==> src/design/gmc_pkg.sv <==
// Shared types, codes and arithmetic helpers for the minimum cut engine.
`default_nettype none
package gmc_pkg;

	localparam int DEF_MAX_VERTICES = 64;
	localparam int DEF_WEIGHT_BITS  = 16;
	localparam int CUT_BITS         = 32;

	typedef enum logic [1:0] {
		CMD_CLEAR = 2'd0,
		CMD_WRITE = 2'd1,
		CMD_RUN   = 2'd2,
		CMD_NONE  = 2'd3
	} cmd_t;

	// per-cycle orders from the sequencer to every cell
	typedef struct packed {
		logic start;  // load active flag from vertex count
		logic init;   // new phase: clear added flag and attachment
		logic shift;  // row word moves one cell along
		logic apply;  // add held row word to attachment
		logic mark;   // flag the addressed cell as added
		logic kill;   // drop the addressed cell from the graph
	} cell_ctl_t;

	function automatic logic [CUT_BITS-1:0] sat_add(input logic [CUT_BITS-1:0] a,
		input logic [CUT_BITS-1:0] b);
		logic [CUT_BITS:0] s;
		s = {1'b0, a} + {1'b0, b};
		return s[CUT_BITS] ? {CUT_BITS{1'b1}} : s[CUT_BITS-1:0];
	endfunction

endpackage
`default_nettype wire

==> src/design/gmc_cell.sv <==
// One vertex cell: flags, attachment weight, row shift stage, argmax token stage.
`default_nettype none
module gmc_cell #(
	parameter int IDX = 0,
	parameter int IW  = 6,
	parameter int CW  = 7
) (
	input  wire logic                          clk,
	input  wire logic                          arst_n,
	input  wire gmc_pkg::cell_ctl_t            ctl,
	input  wire logic [IW-1:0]                 sel_idx,
	input  wire logic [CW-1:0]                 n,
	input  wire logic [gmc_pkg::CUT_BITS-1:0]  row_in,
	output logic      [gmc_pkg::CUT_BITS-1:0]  row_out,
	input  wire logic                          tf_in,
	input  wire logic [gmc_pkg::CUT_BITS-1:0]  tt_in,
	input  wire logic [IW-1:0]                 ti_in,
	output logic                               tf_out,
	output logic      [gmc_pkg::CUT_BITS-1:0]  tt_out,
	output logic      [IW-1:0]                 ti_out
);
	logic                         act_q, added_q;
	logic [gmc_pkg::CUT_BITS-1:0] att_q, row_q;
	logic                         tf_q;
	logic [gmc_pkg::CUT_BITS-1:0] tt_q;
	logic [IW-1:0]                ti_q;
	logic                         hit, take;

	assign hit  = (sel_idx == IW'(IDX));
	// strict compare keeps the lowest index on ties
	assign take = act_q && !added_q && (!tf_in || (att_q > tt_in));

	always_ff @(posedge clk or negedge arst_n) begin
		if (!arst_n) begin
			act_q   <= 1'b0;
			added_q <= 1'b0;
			tf_q    <= 1'b0;
		end else begin
			tf_q <= tf_in || take;
			if (ctl.start) begin
				act_q <= (CW'(IDX) < n);
			end else if (ctl.kill && hit) begin
				act_q <= 1'b0;
			end
			if (ctl.init) begin
				added_q <= 1'b0;
			end else if (ctl.mark && hit) begin
				added_q <= 1'b1;
			end
		end
	end

	always_ff @(posedge clk) begin
		tt_q <= take ? att_q : tt_in;
		ti_q <= take ? IW'(IDX) : ti_in;
		if (ctl.shift) begin
			row_q <= row_in;
		end
		if (ctl.init) begin
			att_q <= '0;
		end else if (ctl.apply && act_q && !added_q) begin
			att_q <= gmc_pkg::sat_add(att_q, row_q);
		end
	end

	assign row_out = row_q;
	assign tf_out  = tf_q;
	assign tt_out  = tt_q;
	assign ti_out  = ti_q;
endmodule
`default_nettype wire

==> config.mk <==
export PLATFORM = sky130hd
export DESIGN_NAME = gmc_cell
export DESIGN_NICKNAME = d
export VERILOG_FILES = /design/src/design/gmc_pkg.sv /design/src/design/gmc_cell.sv
export SDC_FILE = /design/constraint.sdc
export NUM_CORES = 1
export LEC_CHECK = 0
export BUFFER_PORTS_ARGS = -buffer_cell sky130_fd_sc_hd__buf_2
export CAP_MARGIN = 20
export CORE_MARGIN = 5
export CORE_UTILIZATION = 58
export DETAILED_ROUTE_END_ITERATION = 16
export PLACE_DENSITY = 0.87
export SYNTH_ARGS = -nofsm -noshare
export SYNTH_HDL_FRONTEND = slang
export SYNTH_SLANG_ARGS = --single-unit
==> constraint.sdc <==
create_clock -name clk -period 3.5 [get_ports clk]
set_input_delay 0.175 -clock clk [delete_from_list [all_inputs] [get_ports clk]]
set_output_delay 0.175 -clock clk [all_outputs]
set_load 0.01 [all_outputs]
==> results of run 1 <==
through the flow:
| stage | power (mW) | util, % |
|---|---|---|
| after floorplan | 2.84 | - |
| after global placement | 3.22 | 67.9 |
| after detailed placement | 3.29 | 67.9 |
| after CTS | 4.24 | 74.0 |
| after global routing | 4.51 | 74.0 |
| final | 4.24 | 74.0 |
worst max-delay path by stage:
stage / cells past startpoint / slack, ns / endpoint
3_5_place_dp: 10 / 0.76 / att_q[3]
4_1_cts: 10 / 0.74 / att_q[3]
3_3_place_gp: 10 / 0.84 / att_q[3]
5_1_grt: 10 / 0.55 / att_q[3]
2_1_floorplan: 10 / 0.99 / att_q[22]
6_report: 8 / 0.72 / tt_out[8]
critical path, delay by kind of cell, from the launching register on:
family / cells / cell delay (ns)
adder cells (fa/ha/maj): 1 / 0.31
buffers and inverters: 1 / 0.47
AO/OA/AOI/OAI: 2 / 0.22
AND/OR/NAND/NOR: 3 / 0.87
multiplexers: 1 / 0.41
flip-flops: 1 / 0.37
cell families after synthesis:
| family | count (synthesis) |
|---|---|
| mux | 33 |
| xor+xnor | 28 |
| fa+ha+maj | 65 |
| buf+inv | 62 |
| simple gates | 146 |
| flops | 105 |
| compound gates | 159 |
power by group:
group	internal, mW	switching, mW
combinational	0.754	0.976
clock	0.494	0.413
sequential	1.47	0.139
sequential cells by signal (all words and copies together), names as in the netlist:
signal / cells
ti_out: 6
tf_out: 1
act_q: 1
row_out: 32
att_q: 32
tt_out: 32
added_q: 1
final cells by class:
| class | count | area (sq um) |
|---|---|---|
| Clock inverter | 5 | 101 |
| Inverter | 40 | 150 |
| Sequential cell | 105 | 2440 |
| Clock buffer | 11 | 141 |
| Multi-Input combinational cell | 431 | 3390 |
| Tap cell | 136 | 170 |
| Fill cell | 740 | 2670 |
| Timing Repair Buffer | 203 | 1210 |
timing repair:
action / in CTS / in global routing
hold buffers: 38 / 0
endpoints found under the setup margin: 0 / 0
hold endpoints to repair: 40 / 0
buffers inserted: 0 / 0
gates resized for setup: 0 / 0
cell usage after synthesis, types with 3 or more instances:
| library cell | count |
|---|---|
| a211oi_1 | 16 |
| a211oi_2 | 20 |
| a21o_1 | 24 |
| a21oi_1 | 38 |
| a31oi_1 | 7 |
| and2_1 | 3 |
| and3_1 | 5 |
| and4_1 | 3 |
| buf_2 | 9 |
| buf_6 | 4 |
| clkbuf_1 | 7 |
| dfrtp_1 | 3 |
| dfxtp_1 | 70 |
| edfxtp_1 | 32 |
| ha_1 | 64 |
| inv_1 | 40 |
| mux2_1 | 14 |
| mux2_2 | 18 |
| nand2_1 | 28 |
| nand3_1 | 8 |
| nand4_1 | 13 |
| nor2_1 | 39 |
| nor2b_1 | 10 |
| nor3_1 | 9 |
| nor3b_1 | 3 |
| nor4_1 | 3 |
| o211ai_1 | 3 |
| o21a_1 | 4 |
| o21ai_0 | 19 |
| o21ai_1 | 5 |
| o21bai_1 | 6 |
| or2_2 | 4 |
| or4_1 | 3 |
| xnor2_1 | 10 |
| xor2_1 | 18 |
cell usage in the layout (no fill, tap or decap), types with 4 or more instances in the layout:
| cell type | synthesis | final |
|---|---|---|
| a211oi_1 | 16 | 16 |
| a211oi_2 | 20 | 20 |
| a21o_1 | 24 | 24 |
| a21oi_1 | 38 | 38 |
| a31oi_1 | 7 | 7 |
| and3_1 | 5 | 5 |
| buf_2 | 9 | 162 |
| clkbuf_8 | 0 | 10 |
| dfxtp_1 | 70 | 70 |
| dlygate4sd3_1 | 0 | 38 |
| edfxtp_1 | 32 | 32 |
| ha_1 | 64 | 64 |
| inv_1 | 40 | 40 |
| mux2_1 | 14 | 14 |
| mux2_2 | 18 | 18 |
| nand2_1 | 28 | 28 |
| nand3_1 | 8 | 8 |
| nand4_1 | 13 | 13 |
| nor2_1 | 39 | 39 |
| nor2b_1 | 10 | 10 |
| nor3_1 | 9 | 9 |
| o21a_1 | 4 | 4 |
| o21ai_0 | 19 | 19 |
| o21ai_1 | 5 | 5 |
| o21bai_1 | 6 | 6 |
| or2_2 | 4 | 4 |
| xnor2_1 | 10 | 10 |
| xor2_1 | 18 | 18 |
routing by layer:
metal,vias up,part of all wire [%],track usage (%)
met1,2504,38,28.7
met3,45,7.2,7.39
met5,-,0,0
li1,2573,-,-
met4,0,4.2,12.8
met2,215,50,45.5
==> run metrics, run 1 <==
largest net degree at the start of global routing 39; PortBufs 162; Achievable Freq 360 MHz; Compound-Gate Fraction of Synth Area 19.3%; Placement Cell Area 0.00698 sq mm; ys async rst share 2.86%; per-cell routed wire length 17.5 um; leading post-synthesis cells by cell area dfxtp_1, edfxtp_1, ha_1, a211oi_2, mux2_2; largest area contributor in the netlist dfxtp_1; worst path cell trace ha_1, nand4_1, or4_1, nand4b_1, a21oi_1, a21oi_4, buf_4, mux2_2; TritonCTS buffer count 9; count of different cell masters after synthesis 63; Placer Congestion 0.910; xor/xnor share of the synthesized area 4.02%; Pwr Density 558 mW/mm^2; # DRC 0; I/O pin cnt 163; CP Max Fanout 38; Detailed Route WL 16.3 mm; # H-tree levels 3; WS Path Type reg2reg; Worst EP required 3.77 ns; vias per cell 5.73; synthesized-area fraction occupied by adder cells 13.5%; crit-path max cell delay 0.57 ns; worst setup path startpoint att_q[22]; Sink Count 105; Syn Inst Count 598; ys flop type dfxtp_1; TNS Setup 0 ns; relative slew slack 41.1%; sequential area share after synthesis 40.0%; setup violators final 0; simple-gate portion of the synthesized area 12.7%; status finished, final reports clean; CTS Buffer Depth 2; Hold Fails Final Rpt 0; Post-synth EDFFs 32; grt ovf 0; Seq cells post-synth 105; GRT Util Overall 25.9%; Ys Warns 0; Pleak 3.64 nW; CP Launch Type register; worst hold path class in2reg; core area 0.0103 sq mm; fin area 0.00761 sq mm; Pins Over Slew Limit 0; main combinational cell family by area after synthesis compound AO/OA/AOI/OAI gates; chip width 113 um; post-synthesis average cell area 10.2 sq um; initial DRC count 270; Least-Margin Pin Slew 0.884 ns; Rows 37; setup repair after global routing missed its margin false; top cell type's share of synthesized area 23.0%; dpl ws 0.760 ns; vias in the first global route 5,666; Synth-to-Final Area Change 24.7%; DRT Pass-1 Iters 5; Routed Antenna Nets 0; Synth Net Count 755; CTS tree done; worst skew pair latency 0.39 ns; CP arrival 3.05 ns; hold slack 0.00913 ns; Max Cap Viol 0; Placed Instances 877; Clock Skews 0.0175 ns; synthesized cell area 0.00610 sq mm; mux cell area share after synthesis 6.07%; Final period util 79.4%; hold path start ti_in[0]; Vias 5,337; Final Non-Filler Cells 931; root buf cell clkbuf_8; chip height 113 um; post-DP HPWL 11.6 mm; Worst-path clk slew 0.10 ns; initial antenna violation count 0; FF-to-FF End tt_out[8]; Initial Util 59.3%; final worst slack 0.723 ns; fin nets 947; Antenna diodes 0; Max VDD drop 0.505 mV; die area 0.0127 sq mm; reg2reg setup slack 0.72 ns; share of post-route cells with drive strength above 1 29.9%; first-pass GRT wire length 26.9 mm; Crit. End Element register; end of the worst hold path ti_out[0]; hold depth 2; slowest cell on the critical path or4_1; Worst R2R Path Depth 8; worst r2r src att_q[22]; post-layout min period 2.78 ns
No activity file was read; power rests on OpenSTA's default activity.
==> run 2: changes to the inputs <==
ABC_AREA = 1   (was default)
CORE_UTILIZATION = 54   (was 58)
PLACE_DENSITY = 0.81   (was 0.87)
clock period = 2.8 ns   (was 3.5 ns; I/O delays follow)
==> run 2 against run 1 <==
  * Count of clock-buffer cells in the layout is the same
  * Highest routed layer unchanged
  * Die area increased by 11%
  * Final area up 7.4%
  * Worst hold slack worse by 0.0043 ns
  * Largest cell class unchanged
  * Critical path depth up 6
  * Wire length is 9.3% higher
  * Core utilization shrank 3.0 points
  * Power up 13%
==> run metrics, run 2 <==
ys async rst share 2.86% (unchanged); core area 0.0115 sq mm (+12%); commonest cells after routing, fill and taps aside nand2_1, buf_2, inv_1; Max VDD drop 0.507 mV (+0.34%); Final period util 84.0% (+4.6 points); final worst slack 0.448 ns (-0.274 ns); Clock Skews 0.00731 ns (-0.0102 ns); CP arrival 2.60 ns (-0.45 ns); setup violators final 0 (unchanged); crit-path max cell delay 0.40 ns (-0.17 ns); fin nets 1,240 (+31%); Placed Instances 1,160 (+32%); Routed Antenna Nets 0 (unchanged); die area 0.0141 sq mm (+11%); Achievable Freq 425 MHz (+18%); WS Path Type reg2reg; Seq cells post-synth 105 (unchanged); mux cell area share after synthesis 0% (-6.1 points); Placement Cell Area 0.00731 sq mm (+4.7%); CP Launch Type register; initial antenna violation count 0 (unchanged); first-pass GRT wire length 29.1 mm (+8.5%); Initial Util 55.4% (-4.0 points); ys flop type dfxtp_1; Pleak 4.38 nW (+20%); post-synthesis average cell area 7.35 sq um (-28%); main combinational cell family by area after synthesis simple AND/OR/NAND/NOR gates; Most common cell on crit path nand2_1; Post-synth top cells nand2_1, inv_1, nor2_1, dfxtp_1, nand3_1; sequential area share after synthesis 38.2% (-1.7 points); CTS-repair resized insts 0 (unchanged); Placer Congestion 0.952 (+4.6%); Least-Margin Pin Slew 0.719 ns (-0.165 ns); largest area contributor in the netlist dfxtp_1; PortBufs 162 (unchanged); simple-gate portion of the synthesized area 27.6% (+15 points); leading post-synthesis cells by cell area dfxtp_1, edfxtp_1, nand2_1, ha_1, inv_1; per-cell routed wire length 14.5 um (-17%); Antenna diodes 0 (unchanged); count of different cell masters after synthesis 37 (-41%); worst path cell trace ha_1, fa_1, nand2_1, nand2_1, nand3_1, nand2_1, nand2_1, nand2_2, nand2_2, nand2_2, nand2_4, nand2_1, nor2_1, nor2_1; CTS Buffer Depth 2 (unchanged); Post-synth EDFFs 32 (unchanged); TNS Setup 0 ns (unchanged); Syn Inst Count 868 (+45%); flip-flop and latch area 0.00244 sq mm (unchanged); root buf cell clkbuf_16; Compound-Gate Fraction of Synth Area 11.2% (-8.1 points); # H-tree levels 3 (unchanged); relative slew slack 52.1% (+11 points); DRT Pass-1 Iters 5 (unchanged); Ys Warns 0 (unchanged); xor/xnor share of the synthesized area 1.79% (-2.2 points); area of the multi-input gates 0.00341 sq mm (+0.41%); post-layout min period 2.35 ns (-0.426 ns); post-DP HPWL 13.1 mm (+13%); chip height 119 um (+5.5%); setup repair after global routing missed its margin false; Synth Net Count 1,025 (+36%); Detailed Route WL 17.8 mm (+9.3%); I/O pin cnt 163 (unchanged); cell with the most instances after synthesis nand2_1; Tot Pwr 4.78 mW (+13%); Pins Over Slew Limit 0 (unchanged); GRT Util Overall 25.3% (-0.68 points); worst hold path class in2reg; top cell type's share of synthesized area 22.0% (-1.0 points); CTS tree done; Rows 39 (+5.4%); slowest cell on the critical path edfxtp_1; Sink Count 105 (unchanged); Synth-to-Final Area Change 28.1%; Worst EP required 3.05 ns (-0.72 ns); Worst-path clk slew 0.07 ns (-0.03 ns); Final Non-Filler Cells 1,231 (+32%); kind of cell adding the most delay to the critical path simple AND/OR/NAND/NOR gates; # DRC 0 (unchanged); Hold Fails Final Rpt 0 (unchanged); vias per cell 5.21 (-9.1%); status finished, final reports clean; synthesized cell area 0.00638 sq mm (+4.6%); final core occ 71.0% (-3.0 points); fillcell total 971 (+31%); CP Max Fanout 32 (-16%); share of post-route cells with drive strength above 1 17.9% (-12 points); Max Cap Viol 0 (unchanged); Pwr Density 585 mW/mm^2 (+4.9%); grt ovf 0 (unchanged); synthesized-area fraction occupied by adder cells 12.9% (-0.59 points); hold slack 0.00486 ns (-0.00427 ns); dpl ws 0.456 ns (-0.304 ns); vias in the first global route 6,064 (+7.0%); fin area 0.00817 sq mm (+7.4%); Crit. End Element register; Vias 6,413 (+20%); initial DRC count 421 (+56%); TritonCTS buffer count 9 (unchanged); most common cell after layout, fill and taps aside nand2_1; Buf/Inv on CP 0 (-1); worst skew pair latency 0.36 ns (-0.03 ns); chip width 119 um (+5.5%); largest net degree at the start of global routing 41 (+5.1%)
==> run 2: cell count changes after synthesis, moves of 16 or more <==
cell and delta:
o21ai_0 +21, nand3_1 +61, mux2_2 -18, nand2_1 +213
a211oi_2 -20, nor2_1 +42, a211oi_1 -16, inv_1 +73
a21oi_1 +20
==> run 2: power breakdown <==
part,switching [mW],total [mW],leakage [nW],internal (mW)
clock network,0.572,1.32,0.156,0.753
logic,0.951,1.57,3.29,0.615
registers,0.140,1.89,0.931,1.75
total,1.66,4.78,4.38,3.12
==> run 2: what timing repair did <==
action                    4_1_cts  5_1_grt
hold buffers                   55        0
hold endpoints to repair       57        0
setup buffers                   0        0
==> run 2: routing by layer <==
metal	wire length, um	GRT usage (%)	part of all wire [%]	vias up
met5	0	0	0	-
met4	333	7.17	1.9	0
met3	1490	5.21	8.3	25
met2	8150	41.1	46	247
met1	7850	34.2	44	2876
li1	-	-	-	3265
==> run 2: cell type report <==
cell class | instances | share of cell area (%)
Tap cell | 143 | 2.19
Timing Repair Buffer | 224 | 17.3
Inverter | 113 | 5.19
Multi-Input combinational cell | 630 | 41.7
Clock buffer | 11 | 3.11
Clock inverter | 5 | 0.704
Sequential cell | 105 | 29.8
==> run 2: cell families after synthesis <==
kind of cell | Yosys count
xor gates and xnor gates | 13
buffers and inverters | 133
adders and majority gates | 65
DFF | 105
AOI/OAI and AO/OA | 129
and+or+nand+nor | 423
==> run 2: worst paths after layout <==
path                             from          to  slack, ns  cells past startpoint
max                        row_out[0]   att_q[23]       0.45                     14
min                         tt_in[11]  tt_out[11]      0.005                      3
max reg2reg                row_out[0]   att_q[23]       0.45                     14
min reg2reg                   added_q     added_q       0.53                      2
max in group asynchronous      arst_n       act_q       2.57                      2
min in group asynchronous      arst_n     added_q       0.11                      2
==> run 2: tightest hold or removal path, cell delays in order <==
cell     delay (ns)
buf_2          0.10
nand2_1        0.05
nand2_1        0.04
